### src/rtl/cdt_pkg.sv
package cdt_pkg;

  localparam int SLOTS       = 16;
  localparam int IDX_W       = (SLOTS > 1) ? $clog2(SLOTS) : 1;
  localparam int HANDLE_BITS = 8;
  localparam int PORT_W      = 16;
  localparam int CMD_W       = 2;
  localparam int STATUS_W    = 2;
  localparam int HFIELD_W    = 8;

  // stream word layout
  localparam int IN_W      = 48;
  localparam int OUT_W     = 16;
  localparam int IN_CMD_LO = 0;
  localparam int IN_LP_LO  = IN_CMD_LO + CMD_W;
  localparam int IN_RP_LO  = IN_LP_LO + PORT_W;
  localparam int IN_H_LO   = IN_RP_LO + PORT_W;
  localparam int IN_USED_W = IN_H_LO + HFIELD_W;
  localparam int OUT_USED_W = HFIELD_W + STATUS_W;

  localparam logic [CMD_W-1:0] CMD_LOOKUP     = 2'd0;
  localparam logic [CMD_W-1:0] CMD_REGISTER   = 2'd1;
  localparam logic [CMD_W-1:0] CMD_UNREGISTER = 2'd2;

  localparam logic [STATUS_W-1:0] ST_OK          = 2'd0;
  localparam logic [STATUS_W-1:0] ST_FULL        = 2'd1;
  localparam logic [STATUS_W-1:0] ST_NOT_FOUND   = 2'd2;
  localparam logic [STATUS_W-1:0] ST_ZERO_HANDLE = 2'd3;

  localparam logic [PORT_W-1:0] ANY_REMOTE = '0;

  typedef logic [HANDLE_BITS-1:0] handle_t;
  typedef logic [PORT_W-1:0]      port_t;

  typedef struct packed {
    handle_t handle;
    port_t   remote_port;
    port_t   local_port;
  } entry_t;

  localparam int ENTRY_W = $bits(entry_t);

  // per-slot compare flags
  typedef struct packed {
    logic exact;
    logic wild;
    logic free;
    logic hold;
  } cmp_t;

endpackage

### src/rtl/connection_demux_table_unit.sv
// throughput: one item at a time; lookup, register and unregister scan the slots through one
// compare unit fed from the single read port of the slot memory, one slot per cycle, while a
// register or unregister with a zero handle, or an unused command, skips the scan
// reset: slot valid bits clear at once, so the table is empty right after reset
module connection_demux_table_unit import cdt_pkg::*; (
  input  logic             clk_i,
  input  logic             rst_ni,
  input  logic             s_tvalid_i,
  output logic             s_tready_o,
  input  logic [IN_W-1:0]  s_tdata_i,   // cmd, local_port, remote_port, handle
  output logic             m_tvalid_o,
  input  logic             m_tready_i,
  output logic [OUT_W-1:0] m_tdata_o    // found_handle, status
);

  typedef enum logic [2:0] {
    FSM_IDLE = 3'b001,
    FSM_SCAN = 3'b010,
    FSM_DONE = 3'b100
  } state_e;

  state_e                state_q;
  logic [CMD_W-1:0]      cmd_q;
  port_t                 lp_q;
  port_t                 rp_q;
  handle_t               h_q;
  logic [IDX_W:0]        idx_q;
  logic                  cmp_vld_q;
  logic [IDX_W-1:0]      cmp_idx_q;
  handle_t               wild_q;
  handle_t               res_found_q;
  logic [STATUS_W-1:0]   res_status_q;
  logic [SLOTS-1:0]      vld_q;
  logic                  m_tvalid_q;
  logic [OUT_W-1:0]      m_data_q;

  logic                  in_xfer;
  logic                  issue_vld;
  logic [CMD_W-1:0]      in_cmd;
  handle_t               in_h;
  entry_t                rd_entry;
  entry_t                wr_entry;
  logic                  ram_we;
  cmp_t                  cmp;

  assign s_tready_o = (state_q == FSM_IDLE);
  assign in_xfer    = s_tvalid_i && s_tready_o;
  assign in_cmd     = s_tdata_i[IN_CMD_LO +: CMD_W];
  assign in_h       = s_tdata_i[IN_H_LO +: HANDLE_BITS];
  assign issue_vld  = (idx_q < (IDX_W + 1)'(SLOTS));

  assign wr_entry = '{handle: h_q, remote_port: rp_q, local_port: lp_q};
  assign ram_we   = (state_q == FSM_SCAN) && cmp_vld_q && (cmd_q == CMD_REGISTER) && cmp.free;

  cdt_ram #(
    .WIDTH (ENTRY_W),
    .DEPTH (SLOTS)
  ) u_ram (
    .clk_i   (clk_i),
    .we_i    (ram_we),
    .waddr_i (cmp_idx_q),
    .wdata_i (wr_entry),
    .raddr_i (idx_q[IDX_W-1:0]),
    .rdata_o (rd_entry)
  );

  cdt_slot_cmp u_cmp (
    .entry_i       (rd_entry),
    .valid_i       (vld_q[cmp_idx_q]),
    .local_port_i  (lp_q),
    .remote_port_i (rp_q),
    .handle_i      (h_q),
    .cmp_o         (cmp)
  );

  always_ff @(posedge clk_i or negedge rst_ni) begin
    if (!rst_ni) begin
      state_q      <= FSM_IDLE;
      cmd_q        <= CMD_LOOKUP;
      lp_q         <= '0;
      rp_q         <= '0;
      h_q          <= '0;
      idx_q        <= '0;
      cmp_vld_q    <= 1'b0;
      cmp_idx_q    <= '0;
      wild_q       <= '0;
      res_found_q  <= '0;
      res_status_q <= ST_OK;
      vld_q        <= '0;
      m_tvalid_q   <= 1'b0;
      m_data_q     <= '0;
    end else begin
      // in the done state the result register is refilled below instead
      if (m_tvalid_q && m_tready_i && (state_q != FSM_DONE)) begin
        m_tvalid_q <= 1'b0;
      end
      unique case (state_q)
        FSM_IDLE: begin
          if (in_xfer) begin
            cmd_q        <= in_cmd;
            lp_q         <= s_tdata_i[IN_LP_LO +: PORT_W];
            rp_q         <= s_tdata_i[IN_RP_LO +: PORT_W];
            h_q          <= in_h;
            idx_q        <= '0;
            cmp_vld_q    <= 1'b0;
            wild_q       <= '0;
            res_found_q  <= '0;
            res_status_q <= ST_OK;
            unique case (in_cmd)
              CMD_LOOKUP: state_q <= FSM_SCAN;
              CMD_REGISTER, CMD_UNREGISTER: begin
                if (in_h == '0) begin
                  res_status_q <= ST_ZERO_HANDLE;
                  state_q      <= FSM_DONE;
                end else begin
                  state_q <= FSM_SCAN;
                end
              end
              default: state_q <= FSM_DONE;
            endcase
          end
        end
        FSM_SCAN: begin
          // read slot idx while comparing the slot read in the previous cycle
          if (issue_vld) begin
            idx_q <= idx_q + 1'b1;
          end
          cmp_vld_q <= issue_vld;
          cmp_idx_q <= idx_q[IDX_W-1:0];
          if (cmp_vld_q) begin
            unique case (cmd_q)
              CMD_LOOKUP: begin
                if (cmp.exact) begin
                  res_found_q <= rd_entry.handle;
                  state_q     <= FSM_DONE;
                end else if (cmp.wild) begin
                  wild_q <= rd_entry.handle;
                end
              end
              CMD_REGISTER: begin
                if (cmp.free) begin
                  vld_q[cmp_idx_q] <= 1'b1;
                  state_q          <= FSM_DONE;
                end
              end
              CMD_UNREGISTER: begin
                if (cmp.hold) begin
                  vld_q[cmp_idx_q] <= 1'b0;
                  state_q          <= FSM_DONE;
                end
              end
              default: state_q <= FSM_DONE;
            endcase
          end else if (!issue_vld) begin
            // scan ran past the last slot without a hit
            unique case (cmd_q)
              CMD_LOOKUP:     res_found_q  <= wild_q;
              CMD_REGISTER:   res_status_q <= ST_FULL;
              CMD_UNREGISTER: res_status_q <= ST_NOT_FOUND;
              default:        res_status_q <= ST_OK;
            endcase
            state_q <= FSM_DONE;
          end
        end
        FSM_DONE: begin
          if (!m_tvalid_q || m_tready_i) begin
            m_tvalid_q <= 1'b1;
            m_data_q   <= {(OUT_W - OUT_USED_W)'(0), res_status_q, HFIELD_W'(res_found_q)};
            state_q    <= FSM_IDLE;
          end
        end
        default: state_q <= FSM_IDLE;
      endcase
    end
  end

  assign m_tvalid_o = m_tvalid_q;
  assign m_tdata_o  = m_data_q;

endmodule

### src/rtl/cdt_ram.sv
module cdt_ram #(
  parameter int WIDTH = 8,
  parameter int DEPTH = 16,
  parameter int AW    = (DEPTH > 1) ? $clog2(DEPTH) : 1
) (
  input  logic             clk_i,
  input  logic             we_i,
  input  logic [AW-1:0]    waddr_i,
  input  logic [WIDTH-1:0] wdata_i,
  input  logic [AW-1:0]    raddr_i,
  output logic [WIDTH-1:0] rdata_o
);

  logic [WIDTH-1:0] mem_q [DEPTH];
  logic [WIDTH-1:0] rdata_q;

  always_ff @(posedge clk_i) begin
    if (we_i) begin
      mem_q[waddr_i] <= wdata_i;
    end
    rdata_q <= mem_q[raddr_i];
  end

  assign rdata_o = rdata_q;

endmodule

### src/rtl/cdt_slot_cmp.sv
module cdt_slot_cmp import cdt_pkg::*; (
  input  entry_t  entry_i,
  input  logic    valid_i,
  input  port_t   local_port_i,
  input  port_t   remote_port_i,
  input  handle_t handle_i,
  output cmp_t    cmp_o
);

  logic lp_eq;

  assign lp_eq = valid_i && (entry_i.local_port == local_port_i);

  always_comb begin
    cmp_o.exact = lp_eq && (entry_i.remote_port == remote_port_i);
    cmp_o.wild  = lp_eq && (entry_i.remote_port == ANY_REMOTE);
    cmp_o.free  = !valid_i;
    cmp_o.hold  = valid_i && (entry_i.handle == handle_i);
  end

endmodule

### config.mk
export PLATFORM = sky130hd
export DESIGN_NAME = connection_demux_table_unit
export DESIGN_NICKNAME = d
export VERILOG_FILES = /design/src/rtl/cdt_pkg.sv /design/src/rtl/connection_demux_table_unit.sv /design/src/rtl/cdt_ram.sv /design/src/rtl/cdt_slot_cmp.sv
export SDC_FILE = /design/constraint.sdc
export NUM_CORES = 1
export LEC_CHECK = 0
export BUFFER_PORTS_ARGS = -buffer_cell sky130_fd_sc_hd__buf_2
export CORE_ASPECT_RATIO = 1.4
export CORE_MARGIN = 8
export CORE_UTILIZATION = 35
export DETAILED_ROUTE_END_ITERATION = 6
export PLACE_DENSITY = 0.49
export REMOVE_ABC_BUFFERS = 1
export SKIP_LAST_GASP = 1
export SLEW_MARGIN = 30
export SYNTH_ARGS = -nofsm -noshare
export SYNTH_HDL_FRONTEND = slang
export SYNTH_SLANG_ARGS = --single-unit
### constraint.sdc
create_clock -name clk_i -period 9.6 [get_ports clk_i]
set_input_delay 0.96 -clock clk_i [delete_from_list [all_inputs] [get_ports clk_i]]
set_output_delay 0.96 -clock clk_i [all_outputs]
set_load 0.03 [all_outputs]
* Word-level counts from Yosys, hierarchy flattened *
Memory sizes are Yosys's and may differ from the RTL's. A register that Yosys moved wholly into a read port is not among the register bits.
Index checks and enable logic that the tools add are counted.

word-level totals
  memory bits (read-only) = 0
  word-level logic and storage cells = 127
  register bits after elaboration = 100
  bits in writable memories = 640
  bits in latches = 0
  memories = 1
  output and inout port bits = 18

memory list
  memory       words  bits a word  rd ports  clocked after Yosys merged registers in  wr ports  line           source
  u_ram.mem_q  16     40           1         1                                        1         cdt_ram.sv:14  logic [WIDTH-1:0] mem_q [DEPTH];

operators by class
  $mul = 0
  multiplexer cells = 47
  $lt $le $gt $ge = 3
  bitwise operators = 3
  div/mod/pow operators = 0
  equal/unequal tests = 28
  $add $sub $neg = 1
  shift operators = 0
  reductions and logical operators = 30

operator list
  kind                                   count
  2-to-1 mux 8 bit                       10
  equality test 16 bit                   2
  2-to-1 mux 16 bit                      2
  one-hot mux 16 bit (2 select lines)    1
  one-hot mux 8 bit (2 select lines)     2
  2-to-1 mux 3 bit                       8
  != test 2 bit (second input constant)  10
  one-hot mux 3 bit (3 select lines)     2
  bitwise AND 16 bit                     1
  logical NOT 16 bit                     1
  inverter 16 bit                        1
  OR 16 bit                              1
  AND reduction 5 bit                    3
  != test 4 bit (second input constant)  3
  AND reduction 6 bit                    2
  logical AND 1 bit                      11
  2-to-1 mux 2 bit                       5
  2-to-1 mux 5 bit                       2
  one-hot mux 5 bit (2 select lines)     1
  != test 3 bit (second input constant)  3
  equality test 8 bit                    1
  logical NOT 8 bit                      1
  2-to-1 mux 1 bit                       8
  one-hot mux 2 bit (3 select lines)     1
  other kinds (22)                       30

* Logic depth before layout (Yosys ltp) *
  word-level depth = 9
  gate-level depth with buffers = 9

* Hierarchy *
From an unflattened synthesis, not the netlist that was laid out.

second synthesis, totals
  cell total of the unflattened synthesis = 1,542
  area total of the unflattened synthesis = 30,157.7 µm²

by module, submodules not included
  module                       area an instance (µm²)  instances  sequential area each (µm²)  cells each
  cdt_ram                      25,131.6                1          20,019.2                    1,040
  connection_demux_table_unit  4,548.1                 1          2,503.7                     440
  cdt_slot_cmp                 478.0                   1          0.0                         62

* Worst setup path before layout *
Ideal clock, no wire load.

  kind = register to register
  start point = reg cmp_idx_q[0]
  end point = mem u_ram.mem_q[15][0] (netlist name), enable pin
  path slack = 4.605 ns
  buffers on the path = 1
  library setup time = 0.487 ns
  data arrival time = 4.508 ns
  stages on the path, launching flop included = 8
  clock period less this slack = 4.995 ns
  cells stage by stage = dfrtp_1 -> buf_6 -> mux2_2 -> o221a_2 -> a21oi_2 -> and2_4 -> nand3_1 -> nor3_1

between the ends
  longest elaborated chain between the ends = 6

ends and longest elaborated chain
  element                                 line                                source
  start: declaration                      connection_demux_table_unit.sv:29   logic [IDX_W-1:0] cmp_idx_q;
  start signal: assignment                connection_demux_table_unit.sv:129  cmp_idx_q <= idx_q[IDX_W-1:0];
  binary-select mux 1 bit (select 4 bit)  connection_demux_table_unit.sv:69   .valid_i (vld_q[cmp_idx_q]),
  2-to-1 mux 1 bit (not written as such)  connection_demux_table_unit.sv:69
  logical NOT 1 bit                       cdt_slot_cmp.sv:17                  cmp_o.free = !valid_i;
  logical AND 1 bit                       connection_demux_table_unit.sv:53   assign ram_we = (state_q == FSM_SCAN) && cmp_vld_q && (cmd_q == CMD_REGISTER) && cmp.free;
  2-to-1 mux 1 bit                        cdt_ram.sv:18                       if (we_i) begin
  2-to-1 mux 1 bit (not written as such)  cdt_ram.sv:19                       mem_q[waddr_i] <= wdata_i;
  end: declaration                        cdt_ram.sv:14

Several ways; a longest one is shown, not always the timed one. The select of a mux whose other input is x is not followed.

* Worst setup path after layout *
  start point = reg cmp_idx_q[0]
  end point = mem u_ram.mem_q[0][6] (netlist name), enable pin

The elaborated chain is that of the path after synthesis.

==> metrics.yaml <==
area_growth_syn_to_layout_pct: 14.1
cts-root-buf: "clkbuf_16"
mostFrequentLayoutCells: "640 x edfxtp_1, 202 x mux4_2, 161 x nand2_1"
io_buffers: 57
core_area_um2: 84300
maxCapViolCount: 0
fill_cells: 7453
grt_pass1_wl_um: 103000
cts.sinks: 780
cts_resized: 0
period_share_pct: 40.5
ir_worst_vdd_uv: 142
fin_ws_ns: 5.71
worst_skew_pair.late_latency_ns: 0.63
synth_cell_type_count: 58
gp_congestion: 0.735
ant_nets: 0
h-tree-depth: 3
period_minus_slack_ns: 3.89
worst_setup_path_end_kind: "register"
fin_nets: 1615
wirelength_um: 69500
fp.dieW_um: 263
start_util_pct: 35.3
tns_ns: 0
tightestPinTransition_ns: 1.20
antenna_found_initial: 0
synthTopCellsByArea: "edfxtp_1 64%, mux4_2 15%, dfrtp_1 8.3%, dfxtp_1 2.7%, nand2_1 2.0%"
ctsLongestPathBuffers: 3
critPathKind: "register to register"
syn_avg_cell_area_um2: 20.3
grt_util_all_layers_pct: 14.7
route.detailed.drc: 0
drtIter0Drc: 1112
post_cts_buffers: 0
synth-seq-cells: 780
yosysTopAreaCell: "edfxtp_1"
layout_commonest_cell: "edfxtp_1"
pin_count: 70
num_rows: 126
setup_viol_count_final: 0
first_pass_iters: 5
pwr_density_cell_nw_per_um2: 264
die_h_um: 361
routed_via_density: 5.19
cp-start-kind: "register"
cts_tree: "built"
dp_hpwl_um: 33700
grt_max_degree: 135
post-synth-top-area-fraction_pct: 64.5
cp.arrival_ns: 4.12
cts_hold_buf: 0
cts_buffers: 75
routedWlPerCell_um: 25.6
hp-class: "input port to asynchronous set/reset pin"
drive_above_1_share_pct: 27.5
synth_cells: 1469
synth_warnings: 0
yosysSeqAreaShare_pct: 75.6
vias: 14100
status: "finished clean"
finalHoldViolCount: 0
rsz0062_at_grt: "false"
syn_area_um2: 29800
final.setup_skew_ns: 0.0275
leakagePower_nw: 11.3
overflow: 0
n_antenna_cell: 0
pre_cts_slack_ns: 5.30
cp.required_ns: 9.83
path_max_fanout: 40
drv_slew: 0
clkTransAtPathRegs_ns: 0.06
fmax_ghz: 0.257
synth_edf_count: 640
die_area_um2: 94900
synth_ff_type: "edfxtp_1"
relSlewSlack_pct: 19.9
async_reset_ff_share_pct: 12.8
first_global_vias: 15100
## Yosys cell counts, types with 2 or more instances
master and number:
nor2_1 31, and3_1 10, a31oi_1 7, o21ai_2 2
nor4_1 16, a32o_1 2, buf_2 4, dfxtp_1 40
mux2_2 12, inv_1 12, nor3_1 6, a22o_1 2
nor2b_1 6, xor2_1 42, mux2i_1 10, nand2b_1 6
buf_4 7, o21ai_0 11, nand2_1 162, a221o_1 6
a21oi_1 16, dfrtp_1 99, o2bb2ai_1 4, clkbuf_2 2
nand4_1 5, edfxtp_1 640, ha_1 3, mux4_2 202
buf_6 3, buf_1 28, or3_1 2, a21o_1 7
nor3b_1 3, nand3_1 9, clkbuf_1 29
## registers in the layout (all words and copies together) (netlist names), named ones only
register	count
cmd_q	2
cmp_idx_q	4
rp_q	16
m_tdata_o	10
res_found_q	8
cmp_vld_q	1
state_q	3
wild_q	8
m_tvalid_o	1
u_ram.rdata_o	40
lp_q	16
idx_q	5
h_q	8
u_ram.mem_q	640
res_status_q	2
## layout make-up
cell class	count	area (um2)	share of cell area, %
Timing Repair Buffer	82	528	1.55
Clock inverter	31	310	0.913
Sequential cell	780	22500	66.3
Clock buffer	109	2170	6.39
Tap cell	1088	1360	4.00
Inverter	12	45.0	0.133
Multi-Input combinational cell	609	7040	20.7
## critical path: stages (launching register included)
cell	delay, ns
dfrtp_1	0.58
mux2_2	0.39
o221a_2	0.31
a211o_2	0.32
nor2_2	0.48
nand2_1	0.47
nor2_4	0.19
buf_4	0.70
## power breakdown
| part | switching, mW | internal, mW |
|---|---|---|
| clock network | 1.25 | 1.72 |
| logic | 0.639 | 0.651 |
| registers | 0.507 | 4.20 |
| total | 2.40 | 6.57 |
## routing by layer
layer / global-route usage, % / routed length (um) / vias to the layer above
met1: 18.2 / 28700 / 7683
met5: 0 / 0 / -
met2: 26.3 / 36700 / 252
li1: - / - / 6061
met3: 2.17 / 2440 / 77
met4: 4.68 / 1680 / 0
## per-stage QoR
stage,power [mW],hold WS (ns),std cells,cell area [um2],util [%]
after floorplan,5.74,0.444,1401,29500,-
after global placement,6.07,0.462,2570,31500,37.3
after detailed placement,6.13,0.473,2571,31500,37.4
after CTS,9.12,0.331,2711,34000,40.3
after global routing,9.37,0.348,2711,34000,40.3
final,8.96,0.330,2711,34000,40.3
## logic make-up after synthesis
| family | Yosys count | synth area share (%) |
|---|---|---|
| buffers and inverters | 85 | 1.26 |
| adder cells (fa/ha/maj) | 3 | 0.126 |
| other | 1 | 0.0126 |
| multiplexers | 224 | 16.1 |
| XOR/XNOR | 42 | 1.23 |
| AO/OA/AOI/OAI | 67 | 1.69 |
| flip-flops | 780 | 75.6 |
| AND/OR/NAND/NOR | 267 | 4.06 |
## final timing paths
| path | from | endpoint | slack, ns | cells past startpoint |
|---|---|---|---|---|
| worst min-delay path | rst_ni | asynchronous set/reset pin | 0.33 | 1 |
| worst max register to register | cmp_idx_q[0]$_DFFE_PN0P_ | u_ram.mem_q[0][6]$_DFFE_PP_ | 5.71 | 7 |
| worst min register to register | u_ram.rdata_o[33]$_DFF_P_ | wild_q[1]$_DFFE_PN0P_ | 0.48 | 2 |
| worst max-delay path | cmp_idx_q[0]$_DFFE_PN0P_ | u_ram.mem_q[0][6]$_DFFE_PP_ | 5.71 | 7 |
| min in group clk_i | u_ram.rdata_o[33]$_DFF_P_ | wild_q[1]$_DFFE_PN0P_ | 0.48 | 2 |
| max in group asynchronous | rst_ni | idx_q[0]$_DFFE_PN0P_ | 8.08 | 2 |
Power figures use the tool's default switching activity.
